$ cat config.mk
export PLATFORM = sky130hd
export DESIGN_NAME = x87_stack_and_exception_unit_top
export DESIGN_NICKNAME = d
export VERILOG_FILES = /design/src/sv/x87seu_pkg.sv /design/src/sv/x87_stack_and_exception_unit_top.sv /design/src/sv/x87seu_datapath.sv /design/src/sv/x87seu_ctrl.sv
export SDC_FILE = /design/constraint.sdc
export NUM_CORES = 1
export LEC_CHECK = 0
export BUFFER_PORTS_ARGS = -buffer_cell sky130_fd_sc_hd__buf_4
export CAP_MARGIN = 10
export CORE_UTILIZATION = 45
export DETAILED_ROUTE_END_ITERATION = 6
export HOLD_SLACK_MARGIN = 0.03
export MAX_ROUTING_LAYER = met4
export PLACE_DENSITY = 0.71
export SYNTH_ARGS = -nofsm -noshare
export SYNTH_HDL_FRONTEND = slang
export SYNTH_SLANG_ARGS = --single-unit
$ cat constraint.sdc
create_clock -name clk -period 3.42 [get_ports clk]
set_input_delay 0.513 -clock clk [delete_from_list [all_inputs] [get_ports clk]]
set_output_delay 0.513 -clock clk [all_outputs]
set_load 0.1 [all_outputs]
$ cat src/sv/x87seu_pkg.sv
// ----------------------------------------------------------------------------
// x87seu_pkg
// Shared types and constants for the x87 stack and exception unit: item and
// result layouts, operation codes, status word bit positions.
// ----------------------------------------------------------------------------
package x87seu_pkg;

    localparam int STACK_DEPTH = 8;
    localparam int TOP_W       = $clog2(STACK_DEPTH);

    // Status word bit positions
    localparam int SW_IE      = 0;
    localparam int SW_DE      = 1;
    localparam int SW_ZE      = 2;
    localparam int SW_OE      = 3;
    localparam int SW_UE      = 4;
    localparam int SW_PE      = 5;
    localparam int SW_SF      = 6;
    localparam int SW_ES      = 7;
    localparam int SW_C1      = 9;
    localparam int SW_TOP_LSB = 11;
    localparam int SW_B       = 15;

    localparam logic [9:0]  EXC_ALL    = 10'h27F;
    localparam logic [6:0]  UM_IE_ZE   = 7'h05;
    localparam logic [15:0] CW_RESET   = 16'h037F;

    // Operation codes
    localparam logic [2:0] MODE_PUSH  = 3'd0;
    localparam logic [2:0] MODE_POP   = 3'd1;
    localparam logic [2:0] MODE_MARK  = 3'd2;
    localparam logic [2:0] MODE_QUERY = 3'd3;
    localparam logic [2:0] MODE_RAISE = 3'd4;

    typedef struct packed {
        logic [2:0] mode;
        logic [2:0] reg_index;
        logic       mark_empty;
        logic [9:0] exception_bits;
        logic       stack_overflow;
    } x87seu_item_t;

    typedef struct packed {
        logic [15:0]      status_out;
        logic [TOP_W-1:0] stack_top;
        logic             reg_empty;
        logic [6:0]       unmasked;
        logic             write_default_nan;
    } x87seu_result_t;

    // Controller to datapath commands
    typedef struct packed {
        logic capture;
        logic execute;
    } x87seu_cmd_t;

endpackage

$ cat src/sv/x87_stack_and_exception_unit_top.sv
// ----------------------------------------------------------------------------
// x87_stack_and_exception_unit_top
// x87 status word and register tag keeper: push, pop, tag mark, empty query
// and exception raise with sticky flags and unmasked reporting.
// ----------------------------------------------------------------------------
// Usage:
//   - Command channel: drive cmd and raise start; the transaction is taken at
//     the clock edge where start is high and busy is low.
//   - busy is high for the single execute cycle after a transaction is taken.
//   - Result channel: result_valid pulses for exactly one cycle, following
//     the execute state, with result holding status, TOP, query bit,
//     unmasked exceptions and the default-NaN request. The receiver cannot
//     stall, so sample result whenever result_valid is high.
//   - Pacing: a new transaction is taken only once the previous one has left
//     execute, set by the capture/execute sequence of the controller. A new
//     start may be issued in the same cycle a previous result is strobed.
//   - Configuration: cfg_wr_en/cfg_wr_data write the control word (exception
//     masks in bits 0-5); write only while no transaction is in flight.
//   - Reset: control word returns to 0x037F (all masked), status word and
//     all busy tags clear (every register empty, TOP = 0).
// ----------------------------------------------------------------------------
module x87_stack_and_exception_unit_top
    import x87seu_pkg::*;
(
    input  logic           clk,
    input  logic           rst_n,
    input  logic           start,
    output logic           busy,
    input  x87seu_item_t   cmd,
    input  logic           cfg_wr_en,
    input  logic [15:0]    cfg_wr_data,
    output logic           result_valid,
    output x87seu_result_t result
);

    // Command bus from sequencer to datapath
    x87seu_cmd_t dp_cmd;

    x87seu_ctrl u_ctrl (
        .clk          (clk),
        .rst_n        (rst_n),
        .start        (start),
        .busy         (busy),
        .result_valid (result_valid),
        .cmd          (dp_cmd)
    );

    // Holds architectural state; status word and tags update only on execute, the control word on cfg_wr_en
    x87seu_datapath u_datapath (
        .clk         (clk),
        .rst_n       (rst_n),
        .cmd         (dp_cmd),
        .item        (cmd),
        .cfg_wr_en   (cfg_wr_en),
        .cfg_wr_data (cfg_wr_data),
        .result      (result)
    );

endmodule

$ cat src/sv/x87seu_datapath.sv
// ----------------------------------------------------------------------------
// x87seu_datapath
// Control word, status word and busy tags; evaluates one operation per
// execute command and registers the result.
// ----------------------------------------------------------------------------
module x87seu_datapath
    import x87seu_pkg::*;
(
    input  logic           clk,
    input  logic           rst_n,
    input  x87seu_cmd_t    cmd,
    input  x87seu_item_t   item,
    input  logic           cfg_wr_en,
    input  logic [15:0]    cfg_wr_data,
    output x87seu_result_t result
);

    logic [15:0]            cw_reg;
    logic [15:0]            sw_reg;
    logic [15:0]            sw_next;
    logic [STACK_DEPTH-1:0] tags_reg;
    logic [STACK_DEPTH-1:0] tags_next;
    x87seu_item_t           item_reg;
    x87seu_result_t         result_reg;
    x87seu_result_t         result_next;

    logic [TOP_W-1:0] top_cur;
    logic [TOP_W-1:0] top_new;
    logic [TOP_W-1:0] phys;
    logic [9:0]       exc;
    logic [6:0]       um;
    logic             empty;
    logic             nan;
    logic             fin;

    always_comb
    begin
        top_cur   = sw_reg[SW_TOP_LSB +: TOP_W];
        top_new   = top_cur - 1'b1;
        phys      = top_cur + item_reg.reg_index;
        exc       = item_reg.exception_bits & EXC_ALL;
        sw_next   = sw_reg;
        tags_next = tags_reg;
        empty     = 1'b0;
        um        = '0;
        nan       = 1'b0;
        fin       = 1'b0;

        case (item_reg.mode)
            MODE_PUSH:
            begin
                sw_next[SW_TOP_LSB +: TOP_W] = top_new;
            end
            MODE_POP:
            begin
                tags_next[top_cur] = 1'b0;
                sw_next[SW_TOP_LSB +: TOP_W] = top_cur + 1'b1;
            end
            MODE_MARK:
            begin
                tags_next[phys] = ~item_reg.mark_empty;
            end
            MODE_QUERY:
            begin
                empty = ~tags_reg[phys];
            end
            MODE_RAISE:
            begin
                // Overflow with invalid masked: push and load the default NaN
                if (item_reg.stack_overflow && cw_reg[SW_IE])
                begin
                    sw_next[SW_TOP_LSB +: TOP_W] = top_new;
                    tags_next[top_new] = 1'b1;
                    nan = 1'b1;
                end
                um = {1'b0, exc[5:0] & ~cw_reg[5:0]};
                if (exc[SW_IE] || exc[SW_ZE])
                    um = um & UM_IE_ZE;
                if (|um)
                begin
                    sw_next[SW_ES] = 1'b1;
                    sw_next[SW_B]  = 1'b1;
                end
                if (exc[SW_IE])
                begin
                    sw_next = sw_next | {6'b0, exc};
                    if (exc[SW_SF] && !exc[SW_C1])
                        sw_next[SW_C1] = 1'b0;
                    fin = 1'b1;
                end
                else if (exc[SW_ZE])
                begin
                    sw_next[SW_ZE] = 1'b1;
                    fin = 1'b1;
                end
                // Unmasked denormal alone stops after sticking DE
                if (!fin && exc[SW_DE])
                begin
                    sw_next[SW_DE] = 1'b1;
                    if (um[SW_DE])
                        fin = 1'b1;
                end
                if (!fin)
                begin
                    sw_next = sw_next | {6'b0, exc};
                    if (exc[SW_PE] && !exc[SW_C1])
                        sw_next[SW_C1] = 1'b0;
                    um[SW_PE] = 1'b0;
                    if (um[SW_UE] || um[SW_OE])
                    begin
                        sw_next[SW_C1] = 1'b0;
                        if (!sw_reg[SW_PE])
                            sw_next[SW_PE] = 1'b0;
                    end
                end
            end
            default:
            begin
            end
        endcase

        result_next.status_out        = sw_next;
        result_next.stack_top         = sw_next[SW_TOP_LSB +: TOP_W];
        result_next.reg_empty         = empty;
        result_next.unmasked          = um;
        result_next.write_default_nan = nan;
    end

    always_ff @(posedge clk or negedge rst_n)
    begin
        if (!rst_n)
        begin
            cw_reg   <= CW_RESET;
            sw_reg   <= '0;
            tags_reg <= '0;
        end
        else
        begin
            if (cfg_wr_en)
                cw_reg <= cfg_wr_data;
            if (cmd.execute)
            begin
                sw_reg   <= sw_next;
                tags_reg <= tags_next;
            end
        end
    end

    always_ff @(posedge clk)
    begin
        if (cmd.capture)
            item_reg <= item;
        if (cmd.execute)
            result_reg <= result_next;
    end

    assign result = result_reg;

endmodule

$ cat src/sv/x87seu_ctrl.sv
// ----------------------------------------------------------------------------
// x87seu_ctrl
// Sequencer: capture a transaction, execute it for one cycle, strobe the
// result in the following cycle.
// ----------------------------------------------------------------------------
module x87seu_ctrl
    import x87seu_pkg::*;
(
    input  logic        clk,
    input  logic        rst_n,
    input  logic        start,
    output logic        busy,
    output logic        result_valid,
    output x87seu_cmd_t cmd
);

    typedef enum logic {
        ST_IDLE,
        ST_EXEC
    } state_t;

    state_t state_reg;
    state_t state_next;
    logic   result_valid_reg;
    logic   result_valid_next;

    always_comb
    begin
        cmd.capture       = (state_reg == ST_IDLE) && start;
        cmd.execute       = (state_reg == ST_EXEC);
        result_valid_next = cmd.execute;
        case (state_reg)
            ST_IDLE: state_next = start ? ST_EXEC : ST_IDLE;
            ST_EXEC: state_next = ST_IDLE;
            default: state_next = ST_IDLE;
        endcase
    end

    always_ff @(posedge clk or negedge rst_n)
    begin
        if (!rst_n)
        begin
            state_reg        <= ST_IDLE;
            result_valid_reg <= 1'b0;
        end
        else
        begin
            state_reg        <= state_next;
            result_valid_reg <= result_valid_next;
        end
    end

    assign busy         = (state_reg == ST_EXEC);
    assign result_valid = result_valid_reg;

    a_accept_exec: assert property (@(posedge clk) disable iff (!rst_n)
        cmd.capture |=> busy)
        else $error("accepted transaction did not enter execute");

    a_exec_one_cycle: assert property (@(posedge clk) disable iff (!rst_n)
        busy |=> (!busy && result_valid))
        else $error("execute did not finish with a result strobe");

    a_strobe_after_exec: assert property (@(posedge clk) disable iff (!rst_n)
        result_valid |-> $past(busy))
        else $error("result strobe without a preceding execute");

endmodule
==> results.toml <==
[run_status]
status = "completed"

[synth]
synthesis.area_um2 = 3260
synth_top_area_cell = "edfxtp_1"
syn-mean-instance-area_um2 = 11.9
syn_inst = 275
synth_warnings = 0
synth_ff_type = "edfxtp_1"
ys_ff_latch = 66
synth_edf_count = 37
synth_top_area_share_pct = 34.0
synthArstFlopShare_pct = 43.9
ys_seq_area_share_pct = 56.5
ys_types = 60
synth.area.top_cells = "edfxtp_1 (34%), dfrtp_1 (18%), dfstp_2 (4.8%)"

[clock_network]
cts_max_path_buffers = 2
cts.sinks = 66
numCtsBuffers = 9
clock_latency_ns = 0.34
post_cts_buffers = 0
h-tree-depth = 3
cts_resized = 0
clk_pin_slew_ns = 0.08
cts_tree = "yes"
cts_hold_buf = 0
ctsRootBufferMaster = "clkbuf_8"

[global_route]
antenna_found_initial = 0
grt_pass1_vias = 2185
grt_pass1_wl_um = 10900
grt_max_degree = 30
grt-ovfl-total = 0
grtUsageTotal_pct = 20.1

[final_layout]
area.growth.synth_to_final_pct = 19.4
nets = 365
diodes = 0
ff_latch_area_um2 = 1840
final_cell_mix = "buf_4 (58), edfxtp_1 (37), dfrtp_1 (23)"
drive_gt1_share_pct = 29.0
multi_input_area_um2 = 1270
largest_reg_flops = 21
final_common_cell = "buf_4"
fin_util_pct = 56.4
fillerInstances = 609

[worst_setup_path]
arrival_ns = 2.59
crit_family = "compound AO/OA/AOI/OAI gates"
reg2reg_to = "u_datapath.tags_reg[6]$_DFFE_PN0P_"
r2r_start = "u_datapath.sw_reg[11]$_DFFE_PN0P_"
reg2reg_depth = 7
crit_path_end_kind = "flop"
rrSetupSlack_ns = 1.02
worstPathMaxFanout = 13
worstSetupStartpointType = "flop"
cp_slowest_cell = "xnor3_1"
worstPathCellList = "ha_1 -> inv_1 -> fa_1 -> xnor3_1 -> a21oi_1 -> o41ai_1 -> o311ai_1"
cpPeakStageDelay_ns = 0.59
worst-path-buf-inv = 1
criticalPathCategory = "reg2reg"
worstPathRequired_ns = 3.61
crit_cells = 7

[floorplan]
initial_core_util_pct = 47.2
dieWidth_um = 87.2
die-area_um2 = 7600
io_pins = 68
die_h_um = 87.2
coreArea_um2 = 6910
core.rowCount = 30

[routing]
drc = 0
viasPerCell = 5.53
drt_pre_antenna_iters = 5
ant_nets = 0
drt_wl_total_um = 6830
wl_per_cell_um = 16.1
num_vias = 2345
drt_first_iter_violations = 166

[placement]
dp_hpwl_um = 4700
place_congestion = 0.933
io_buffers = 51

[timing]
slew_headroom_pct = 44.0
rsz0062_at_grt = "no"
worst_pin_slew_ns = 0.840
post-route-period-util_pct = 70.2
setup_viol = 0
fmax_mhz = 417
finClkSkew_ns = 0.00987
setup_tns_ns = 0
slew_viol_final = 0
finalHoldViolCount = 0
post-route-min-period_ns = 2.40

[pwr]
p_per_area_nw_per_um2 = 734
p_leak_nw = 1.57
irDropWorstVdd_v = 0.000331

[run]
cap_violations = 0

[hold_path]
hold_class = "in2async"
-- worst max-delay path by stage --
stage                                      start                            endpoint  slack [ns]
6_report       u_datapath.sw_reg[11]$_DFFE_PN0P_  u_datapath.tags_reg[6]$_DFFE_PN0P_        1.02
5_1_grt        u_datapath.sw_reg[11]$_DFFE_PN0P_  u_datapath.tags_reg[6]$_DFFE_PN0P_        0.80
4_1_cts        u_datapath.sw_reg[11]$_DFFE_PN0P_  u_datapath.tags_reg[6]$_DFFE_PN0P_        1.01
3_5_place_dp   u_datapath.sw_reg[11]$_DFFE_PN0P_  u_datapath.tags_reg[6]$_DFFE_PN0P_        1.05
3_3_place_gp   u_datapath.sw_reg[11]$_DFFE_PN0P_  u_datapath.tags_reg[6]$_DFFE_PN0P_        1.06
2_1_floorplan              u_ctrl.busy$_DFF_PN0_  u_datapath.tags_reg[6]$_DFFE_PN0P_        0.81
-- synthesized netlist by cell type, types with 5 or more instances --
library cell / n
buf_4: 8
nand2_1: 13
a31oi_1: 9
clkbuf_1: 10
dfstp_2: 6
mux2_2: 6
o211ai_1: 5
nor2_1: 12
nand4_1: 7
a21o_1: 7
and3_1: 7
inv_1: 7
nand2b_1: 9
nand3_1: 7
nor2b_1: 12
buf_2: 5
a21oi_1: 8
edfxtp_1: 37
dfrtp_1: 23
-- area by class of cell --
type / count / share of cell area (%)
sequential: 66 / 47.3
multi-input combinational: 181 / 32.6
timing repair buffer: 58 / 11.2
clock buffer: 9 / 3.18
tap: 96 / 3.08
clock inverter: 7 / 1.99
inverter: 7 / 0.674
-- metrics by stage --
| stage | cell area, µm² | total power, mW | std cells | hold WS, ns | worst slack [ns] |
|---|---|---|---|---|---|
| floorplan | 3270 | 1.98 | 278 | 0.217 | 0.807 |
| global placement | 3700 | 2.20 | 408 | 0.431 | 1.06 |
| detailed placement | 3700 | 2.20 | 408 | 0.437 | 1.05 |
| CTS | 3900 | 2.87 | 424 | 0.103 | 1.01 |
| global route | 3900 | 3.01 | 424 | 0.119 | 0.803 |
| finish | 3900 | 2.86 | 424 | 0.104 | 1.02 |
-- report_power, final --
part / internal (mW) / total, mW / switching (mW)
clock: 0.343 / 0.660 / 0.318
sequential: 0.982 / 1.08 / 0.0974
combinational: 0.365 / 1.12 / 0.757
total: 1.69 / 2.86 / 1.17
-- kinds of logic (layout without fill, tap and decap cells) --
group / Yosys count / count (layout) / share of synthesized area, %
buffers and inverters: 31 / 81 / 4.91
muxes: 8 / 8 / 2.68
AOI/OAI and AO/OA: 66 / 66 / 14.8
and+or+nand+nor: 90 / 90 / 15.9
adders and majority gates: 4 / 4 / 1.76
DFF: 66 / 66 / 56.5
other: 1 / 4 / 0.115
xor gates and xnor gates: 9 / 9 / 3.30
-- routing by layer --
layer  track usage, %  up-vias  part of all wire (%)  wire, µm
met5                -        -                     0         0
met4             8.49        0                   1.1        72
met3             3.79        7                   5.4       369
met2             29.4      103                    47      3220
met1             27.5     1120                    46      3160
li1                 -     1115                     -         -
No activity file was read; power rests on OpenSTA's default activity.
